### config.mk
export PLATFORM = sky130hd
export DESIGN_NAME = bresenham_line_rasterizer
export DESIGN_NICKNAME = d
export VERILOG_FILES = /design/src/brl_pkg.sv /design/src/brl_front.sv /design/src/brl_fifo.sv /design/src/brl_engine.sv /design/src/bresenham_line_rasterizer.sv
export SDC_FILE = /design/constraint.sdc
export NUM_CORES = 1
export LEC_CHECK = 0
export ABC_CLOCK_PERIOD_IN_PS = 13470
export BUFFER_PORTS_ARGS = -buffer_cell sky130_fd_sc_hd__buf_2
export CORE_MARGIN = 2
export CORE_UTILIZATION = 50
export DETAILED_ROUTE_END_ITERATION = 12
export PLACE_DENSITY = 0.65
export SLEW_MARGIN = 30
export SYNTH_ARGS = -nofsm -noshare
export SYNTH_HDL_FRONTEND = slang
export SYNTH_HIERARCHICAL = 1
export SYNTH_SLANG_ARGS = --single-unit
export TNS_END_PERCENT = 50
### constraint.sdc
create_clock -name clk -period 13.47 [get_ports clk]
set_input_delay 2.694 -clock clk [delete_from_list [all_inputs] [get_ports clk]]
set_output_delay 2.694 -clock clk [all_outputs]
set_load 0.005 [all_outputs]
### src/brl_pkg.sv
`default_nettype none

package brl_pkg;

  localparam int COORD_W = 16;
  localparam int SPAN_W  = 16;
  localparam int ERR_W   = 18;
  localparam int COLOR_W = 8;

  localparam int DEF_SCREEN_WIDTH  = 320;
  localparam int DEF_SCREEN_HEIGHT = 240;

  localparam int QUEUE_DEPTH = 2;
  localparam int QPTR_W      = (QUEUE_DEPTH > 1) ? $clog2(QUEUE_DEPTH) : 1;
  localparam int QCNT_W      = $clog2(QUEUE_DEPTH + 1);

  typedef enum logic {
    FUNC_START = 1'b0,
    FUNC_STEP  = 1'b1
  } func_t;

  // One classified command as it travels from the front to the engine.
  typedef struct packed {
    func_t                      func;
    logic signed [COORD_W-1:0]  cur_x;
    logic signed [COORD_W-1:0]  cur_y;
    logic signed [COORD_W-1:0]  end_x;
    logic signed [COORD_W-1:0]  end_y;
    logic        [SPAN_W-1:0]   span_x;
    logic        [SPAN_W-1:0]   span_y;
    logic                       step_x_neg;
    logic                       step_y_neg;
    logic signed [ERR_W-1:0]    error_term;
    logic        [COLOR_W-1:0]  color;
  } cmd_t;

  // One pixel beat as it leaves the engine.
  typedef struct packed {
    logic signed [COORD_W-1:0] x;
    logic signed [COORD_W-1:0] y;
    logic        [COLOR_W-1:0] color;
    logic                      visible;
    logic                      last;
  } pix_t;

endpackage

`default_nettype wire

### src/brl_front.sv
`default_nettype none

// Accepts input beats and turns a start beat into a ready-to-run line setup.
module brl_front (
  input  logic                                 in_valid,
  output logic                                 in_ready,
  input  logic                                 func,
  input  logic signed [brl_pkg::COORD_W-1:0]   x_start,
  input  logic signed [brl_pkg::COORD_W-1:0]   y_start,
  input  logic signed [brl_pkg::COORD_W-1:0]   x_end,
  input  logic signed [brl_pkg::COORD_W-1:0]   y_end,
  input  logic        [brl_pkg::COLOR_W-1:0]   color,
  input  logic                                 q_full,
  output logic                                 push,
  output brl_pkg::cmd_t                        cmd
);

  logic [brl_pkg::COORD_W:0]   dx, dy;
  logic [brl_pkg::COORD_W:0]   ax, ay;
  logic                        lt_x, lt_y;
  logic [brl_pkg::SPAN_W-1:0]  sx, sy;
  logic                        axis;

  assign in_ready = !q_full;
  assign push     = in_valid && !q_full;

  always_comb begin
    dx   = {x_end[brl_pkg::COORD_W-1], x_end} - {x_start[brl_pkg::COORD_W-1], x_start};
    dy   = {y_end[brl_pkg::COORD_W-1], y_end} - {y_start[brl_pkg::COORD_W-1], y_start};
    lt_x = !dx[brl_pkg::COORD_W] && (dx != '0);
    lt_y = !dy[brl_pkg::COORD_W] && (dy != '0);
    ax   = dx[brl_pkg::COORD_W] ? ('0 - dx) : dx;
    ay   = dy[brl_pkg::COORD_W] ? ('0 - dy) : dy;
    sx   = ax[brl_pkg::SPAN_W-1:0];
    sy   = ay[brl_pkg::SPAN_W-1:0];
    axis = (sx == '0) || (sy == '0);

    cmd.func   = (func == brl_pkg::FUNC_START) ? brl_pkg::FUNC_START : brl_pkg::FUNC_STEP;
    cmd.span_x = sx;
    cmd.span_y = sy;
    cmd.color  = color;
    if (sx > sy) begin
      cmd.error_term = $signed({{(brl_pkg::ERR_W-brl_pkg::SPAN_W+1){1'b0}},
                                sx[brl_pkg::SPAN_W-1:1]});
    end else begin
      cmd.error_term = -$signed({{(brl_pkg::ERR_W-brl_pkg::SPAN_W+1){1'b0}},
                                 sy[brl_pkg::SPAN_W-1:1]});
    end
    if (axis) begin
      // Axis-aligned lines always walk upward from the lower coordinate.
      cmd.cur_x      = lt_x ? x_start : x_end;
      cmd.end_x      = lt_x ? x_end : x_start;
      cmd.cur_y      = lt_y ? y_start : y_end;
      cmd.end_y      = lt_y ? y_end : y_start;
      cmd.step_x_neg = 1'b0;
      cmd.step_y_neg = 1'b0;
    end else begin
      cmd.cur_x      = x_start;
      cmd.end_x      = x_end;
      cmd.cur_y      = y_start;
      cmd.end_y      = y_end;
      cmd.step_x_neg = !lt_x;
      cmd.step_y_neg = !lt_y;
    end
  end

endmodule

`default_nettype wire

### src/brl_fifo.sv
`default_nettype none

// Short first-in first-out queue of commands between front and engine.
module brl_fifo (
  input  logic          clk,
  input  logic          rst,
  input  logic          push,
  input  brl_pkg::cmd_t push_data,
  output logic          full,
  input  logic          pop,
  output logic          q_valid,
  output brl_pkg::cmd_t q_data
);

  localparam int LastIdx = brl_pkg::QUEUE_DEPTH - 1;

  brl_pkg::cmd_t                    slots [brl_pkg::QUEUE_DEPTH];
  logic [brl_pkg::QPTR_W-1:0]       wptr, rptr;
  logic [brl_pkg::QCNT_W-1:0]       count;
  logic                             do_push, do_pop;

  assign full    = (count == brl_pkg::QCNT_W'(brl_pkg::QUEUE_DEPTH));
  assign q_valid = (count != '0);
  assign q_data  = slots[rptr];
  assign do_push = push && !full;
  assign do_pop  = pop && q_valid;

  always_ff @(posedge clk) begin
    if (do_push) begin
      slots[wptr] <= push_data;
    end
  end

  always_ff @(posedge clk) begin
    if (rst) begin
      wptr  <= '0;
      rptr  <= '0;
      count <= '0;
    end else begin
      if (do_push) begin
        wptr <= (wptr == brl_pkg::QPTR_W'(LastIdx)) ? '0 : wptr + brl_pkg::QPTR_W'(1);
      end
      if (do_pop) begin
        rptr <= (rptr == brl_pkg::QPTR_W'(LastIdx)) ? '0 : rptr + brl_pkg::QPTR_W'(1);
      end
      if (do_push && !do_pop) begin
        count <= count + brl_pkg::QCNT_W'(1);
      end else if (do_pop && !do_push) begin
        count <= count - brl_pkg::QCNT_W'(1);
      end
    end
  end

endmodule

`default_nettype wire

### src/brl_engine.sv
`default_nettype none

// Walks the current line one pixel per step command into an output register.
module brl_engine #(
  parameter int SCREEN_WIDTH  = brl_pkg::DEF_SCREEN_WIDTH,
  parameter int SCREEN_HEIGHT = brl_pkg::DEF_SCREEN_HEIGHT
) (
  input  logic          clk,
  input  logic          rst,
  input  logic          q_valid,
  input  brl_pkg::cmd_t q_data,
  output logic          pop,
  output logic          out_valid,
  input  logic          out_ready,
  output brl_pkg::pix_t pix
);

  logic                                busy;
  logic signed [brl_pkg::COORD_W-1:0]  cur_x, cur_y, end_x, end_y;
  logic        [brl_pkg::SPAN_W-1:0]   span_x, span_y;
  logic                                step_x_neg, step_y_neg;
  logic signed [brl_pkg::ERR_W-1:0]    error_term, error_term_next;
  logic        [brl_pkg::COLOR_W-1:0]  line_color;

  logic                                is_start, out_free, emit;
  logic                                vis, fin, move_x, move_y;
  logic signed [brl_pkg::ERR_W-1:0]    sx_e, sy_e;

  always_comb begin
    is_start = (q_data.func == brl_pkg::FUNC_START);
    out_free = !out_valid || out_ready;
    pop      = q_valid && (is_start || !busy || out_free);
    emit     = q_valid && !is_start && busy && out_free;

    vis = !cur_x[brl_pkg::COORD_W-1] && !cur_y[brl_pkg::COORD_W-1]
          && ($unsigned(cur_x) < brl_pkg::COORD_W'(SCREEN_WIDTH))
          && ($unsigned(cur_y) < brl_pkg::COORD_W'(SCREEN_HEIGHT));
    fin = (cur_x == end_x) && (cur_y == end_y);

    sx_e   = $signed({{(brl_pkg::ERR_W-brl_pkg::SPAN_W){1'b0}}, span_x});
    sy_e   = $signed({{(brl_pkg::ERR_W-brl_pkg::SPAN_W){1'b0}}, span_y});
    move_x = error_term > -sx_e;
    move_y = error_term < sy_e;
    error_term_next = error_term - (move_x ? sy_e : '0) + (move_y ? sx_e : '0);
  end

  always_ff @(posedge clk) begin
    if (rst) begin
      busy      <= 1'b0;
      out_valid <= 1'b0;
    end else begin
      if (pop && is_start) begin
        busy <= 1'b1;
      end else if (emit && fin) begin
        busy <= 1'b0;
      end
      if (emit) begin
        out_valid <= 1'b1;
      end else if (out_ready) begin
        out_valid <= 1'b0;
      end
    end
  end

  always_ff @(posedge clk) begin
    if (pop && is_start) begin
      cur_x      <= q_data.cur_x;
      cur_y      <= q_data.cur_y;
      end_x      <= q_data.end_x;
      end_y      <= q_data.end_y;
      span_x     <= q_data.span_x;
      span_y     <= q_data.span_y;
      step_x_neg <= q_data.step_x_neg;
      step_y_neg <= q_data.step_y_neg;
      error_term <= q_data.error_term;
      line_color <= q_data.color;
    end else if (emit && !fin) begin
      error_term <= error_term_next;
      if (move_x) begin
        cur_x <= step_x_neg ? cur_x - brl_pkg::COORD_W'(1) : cur_x + brl_pkg::COORD_W'(1);
      end
      if (move_y) begin
        cur_y <= step_y_neg ? cur_y - brl_pkg::COORD_W'(1) : cur_y + brl_pkg::COORD_W'(1);
      end
    end
  end

  always_ff @(posedge clk) begin
    if (emit) begin
      pix.x       <= cur_x;
      pix.y       <= cur_y;
      pix.color   <= line_color;
      pix.visible <= vis;
      pix.last    <= fin;
    end
  end

endmodule

`default_nettype wire

### src/bresenham_line_rasterizer.sv
// Channel  Direction  Handshake             Beat contents
// input    in         in_valid / in_ready   func, x_start, y_start, x_end, y_end, color
// output   out        out_valid / out_ready pixel_x, pixel_y, pixel_color, visible, last
//
// One input beat is taken per cycle unless the queue is full; a step beat goes
// through a queue slot into the output register, and one pixel leaves per cycle
// while out_ready is high, paced by the engine's error update and position step.
// Reset (rst, synchronous, active high) empties the queue and leaves the engine idle.
// A stalled output holds the pixel register; the queue absorbs up to two beats
// before in_ready drops.
`default_nettype none

module bresenham_line_rasterizer #(
  parameter int SCREEN_WIDTH  = brl_pkg::DEF_SCREEN_WIDTH,
  parameter int SCREEN_HEIGHT = brl_pkg::DEF_SCREEN_HEIGHT
) (
  input  logic                                clk,
  input  logic                                rst,
  input  logic                                in_valid,
  output logic                                in_ready,
  input  logic                                func,
  input  logic signed [brl_pkg::COORD_W-1:0]  x_start,
  input  logic signed [brl_pkg::COORD_W-1:0]  y_start,
  input  logic signed [brl_pkg::COORD_W-1:0]  x_end,
  input  logic signed [brl_pkg::COORD_W-1:0]  y_end,
  input  logic        [brl_pkg::COLOR_W-1:0]  color,
  output logic                                out_valid,
  input  logic                                out_ready,
  output logic signed [brl_pkg::COORD_W-1:0]  pixel_x,
  output logic signed [brl_pkg::COORD_W-1:0]  pixel_y,
  output logic        [brl_pkg::COLOR_W-1:0]  pixel_color,
  output logic                                visible,
  output logic                                last
);

  // Commands classified by the front wait here until the engine takes them.
  brl_pkg::cmd_t front_cmd;
  brl_pkg::cmd_t q_data;
  logic          push, q_full, q_valid, pop;
  brl_pkg::pix_t pix;

  // The front computes spans, directions and the starting error term of a
  // start beat in the same cycle that it is accepted.
  brl_front u_front (
    .in_valid (in_valid),
    .in_ready (in_ready),
    .func     (func),
    .x_start  (x_start),
    .y_start  (y_start),
    .x_end    (x_end),
    .y_end    (y_end),
    .color    (color),
    .q_full   (q_full),
    .push     (push),
    .cmd      (front_cmd)
  );

  brl_fifo u_fifo (
    .clk       (clk),
    .rst       (rst),
    .push      (push),
    .push_data (front_cmd),
    .full      (q_full),
    .pop       (pop),
    .q_valid   (q_valid),
    .q_data    (q_data)
  );

  // The engine holds the line state. A start command always retires at once,
  // a step while idle is dropped, and a step while busy waits for a free
  // output register.
  brl_engine #(
    .SCREEN_WIDTH  (SCREEN_WIDTH),
    .SCREEN_HEIGHT (SCREEN_HEIGHT)
  ) u_engine (
    .clk       (clk),
    .rst       (rst),
    .q_valid   (q_valid),
    .q_data    (q_data),
    .pop       (pop),
    .out_valid (out_valid),
    .out_ready (out_ready),
    .pix       (pix)
  );

  assign pixel_x     = pix.x;
  assign pixel_y     = pix.y;
  assign pixel_color = pix.color;
  assign visible     = pix.visible;
  assign last        = pix.last;

endmodule

`default_nettype wire

==> impl_metrics.tcl <==
set metrics [dict create \
    num_io_pins 121 \
    grt_max_degree 65 \
    core_um2 48600 \
    dr.pass1.iters 5 \
    drc_errors 0 \
    synth.most_common_cell "edfxtp_1" \
    hpwl_um 43500 \
    overflow 0 \
    p_per_area_nw_per_um2 271 \
    yosysWarnings 6 \
    max-slew-margin-rel 0.371 \
    die_area_um2 50900 \
    vias_per_cell 5.86 \
    fp-row-count 81 \
    ys.flop_type "edfxtp_1" \
    pwr-share-comb 0.495 \
    syn-instance-count 1977 \
    timing.fmax_mhz 126 \
    required_ns 13.79 \
    crit_family "compound AO/OA/AOI/OAI gates" \
    area_growth_syn_to_layout_pct 11.9 \
    grt_setup_unrepaired "false" \
    sequentialPowerShare 0.316 \
    multiInputGateArea_um2 11000 \
    switching_power_mw 2.93 \
    cts.sinks 423 \
    hold_path_class "reg2reg" \
    cts_buffer_depth 3 \
    status "finished clean" \
    place.gp.congestion 0.900 \
    regArea_um2 12600 \
    cp.arrival_ns 8.22 \
    tightest_slew_ns 0.943 \
    final_area_um2 27500 \
    worstPathMaxFanout 18 \
    pre_cts_ws_ns 5.04 \
    layout-drive-gt1-share 0.221 \
    antenna_found_initial 6 \
    ant_nets 0 \
    vdd_drop_max_mv 0.233 \
    fin_ws_ns 5.56 \
    fin_skew_ns 0.0271 \
    synthDistinctLibCells 101 \
    die_x_um 226 \
    path_cells "buf_2 > ha_1 > fa_1 > nand2b_1 > a211oi_2 > o21a_1 > a2111oi_2 > nor2_1 > nor2_1 > xnor2_1 > ha_1 > o21ai_0 > nand2b_1 > a21oi_1 > o21ai_0 > a221oi_2 > o41a_2 > a32oi_4 > mux2_2" \
    fillers 3958 \
    critical_path_buf_inv_count 1 \
    yosys-top-cells-count "416 x edfxtp_1, 145 x inv_1, 139 x mux2_2" \
    globalRouteMet2Util 0.377 \
    maxSlewViolCount 0 \
    clk_latency_ns 0.60 \
    avgSynthCellArea_um2 12.4 \
    cts_resized 0 \
    cp_slowest_cell "a32oi_4" \
    htreeDepth 2 \
    p_clk_frac 0.188 \
    syn_nets 2203 \
    async_flop_share 0 \
    drtIter0Drc 1329 \
    vias 16200 \
    power_mw 7.43 \
    hold_violations 0 \
    p_int_mw 4.50 \
    synth_enable_flop_cells 416 \
    yosys.area.top_type "edfxtp_1" \
    grt_pass1_wl_um 90900 \
    nets 2320 \
    path_class "in2reg" \
    wl_per_cell_um 21.8 \
    root_buffer "clkbuf_16" \
    syn_area_um2 24500 \
    cts_made_buffers 48 \
    setup_viol 0 \
    holdBufCountCts 0 \
    leakagePower_nw 10.4 \
    start_util 0.505 \
    port_buffers 120 \
    synth_seq_area_share 0.515 \
    grt_usage 0.235 \
    synth_top_area_frac 0.509 \
    drv_cap 0 \
    postPlaceCellArea_um2 25700 \
    cpPeakStageDelay_ns 0.75 \
    synth-seq-cells 423 \
    setup_tns_ns 0 \
    finalCritPeriodShare 0.587 \
    synth.area.top_cells "edfxtp_1 51%, ha_1 6.6%, mux2_2 6.4%" \
    final_util 0.565 \
    start_kind "input pin" \
    clkTransAtPathRegs_ns 0.06 \
    critPathCaptureType "register" \
    die_h_um 226 \
    grt_pass1_vias 15700 \
    cts_tree "yes" \
    wirelength_um 60100 \
    min_period_ns 7.91 \
    postCtsSetupBuffers 0 \
    p_sw_frac 0.395 \
    grt.busiest_layer "met2" \
    gr-usage-met3 0.0390 \
    grtUsageMet1 0.330 \
]
registers in the layout, indices dropped and copies added (netlist names), named ones only:
name,count
u_fifo/slots,250
u_engine/end_y,16
u_engine/step_x_neg,1
u_engine/span_x,16
u_engine/cur_x,16
u_engine/busy,1
u_fifo/wptr,1
u_engine/out_valid,1
u_fifo/rptr,1
u_engine/step_y_neg,1
u_engine/line_color,8
u_engine/end_x,16
u_engine/error_term,18
u_fifo/count,2
u_engine/span_y,16
u_engine/pix,42
u_engine/cur_y,16
power by group through the flow:
stage	combinational (mW)	sequential, mW	clock (mW)
floorplan	2.82	2.27	0
global placement	3.55	2.36	0
detailed placement	3.62	2.38	0
CTS	3.66	2.35	1.43
global route	4.06	2.39	1.48
finish	3.68	2.35	1.40
logic make-up (layout without fill, tap and decap cells):
logic type	count (synthesis)	count (layout)	synth area share
muxes	209	209	0.104
other	0	2	0
DFF	423	423	0.515
buffers and inverters	214	369	0.0396
adders and majority gates	151	151	0.0829
AOI/OAI and AO/OA	384	384	0.110
and+or+nand+nor	444	444	0.0928
xor gates and xnor gates	152	152	0.0562
layout by cell type, fill, tap and decap left out, types with 73 or more instances in the layout:
cell	instances
nand2_1	114
ha_1	129
a21oi_1	100
edfxtp_1	416
buf_2	120
nor2_1	115
mux2_2	139
o21ai_0	73
inv_1	143
xor2_1	83
per-stage QoR:
step                hold WS (ns)  cells
global route               0.431   2756
global placement           0.401   2660
floorplan                  0.400   1977
detailed placement         0.408   2663
finish                     0.415   2756
CTS                        0.418   2751
path summary, 6_finish.rpt:
kind	from	to	slack, ns	cells past startpoint
setup / recovery	x_start[0]	u_fifo/slots[1][13]$_DFFE_PP_	5.56	19
hold / removal	u_engine/line_color[5]$_DFFE_PP_	u_engine/pix[7]$_DFFE_PP_	0.41	0
setup reg to reg	u_engine/span_x[0]$_DFFE_PP_	u_engine/error_term[17]$_DFFE_PP_	6.24	23
hold reg to reg	u_engine/line_color[5]$_DFFE_PP_	u_engine/pix[7]$_DFFE_PP_	0.41	0
layer usage:
metal | part of all wire | vias up
met4 | 0.025 | 8
met1 | 0.44 | 7977
li1 | - | 7588
met3 | 0.059 | 95
met2 | 0.47 | 485
met5 | 0.00088 | -
area by class of cell:
type                    instances  share of cell area
diodes                          2            0.000182
clock buffers                  57              0.0457
clock inverters                31              0.0164
inverters                     145              0.0200
multi-input cells            1340               0.399
flip-flops and latches        423               0.460
well taps                     622              0.0283
repair buffers                136              0.0303
Note: power is estimated with default switching activity, not from simulation.
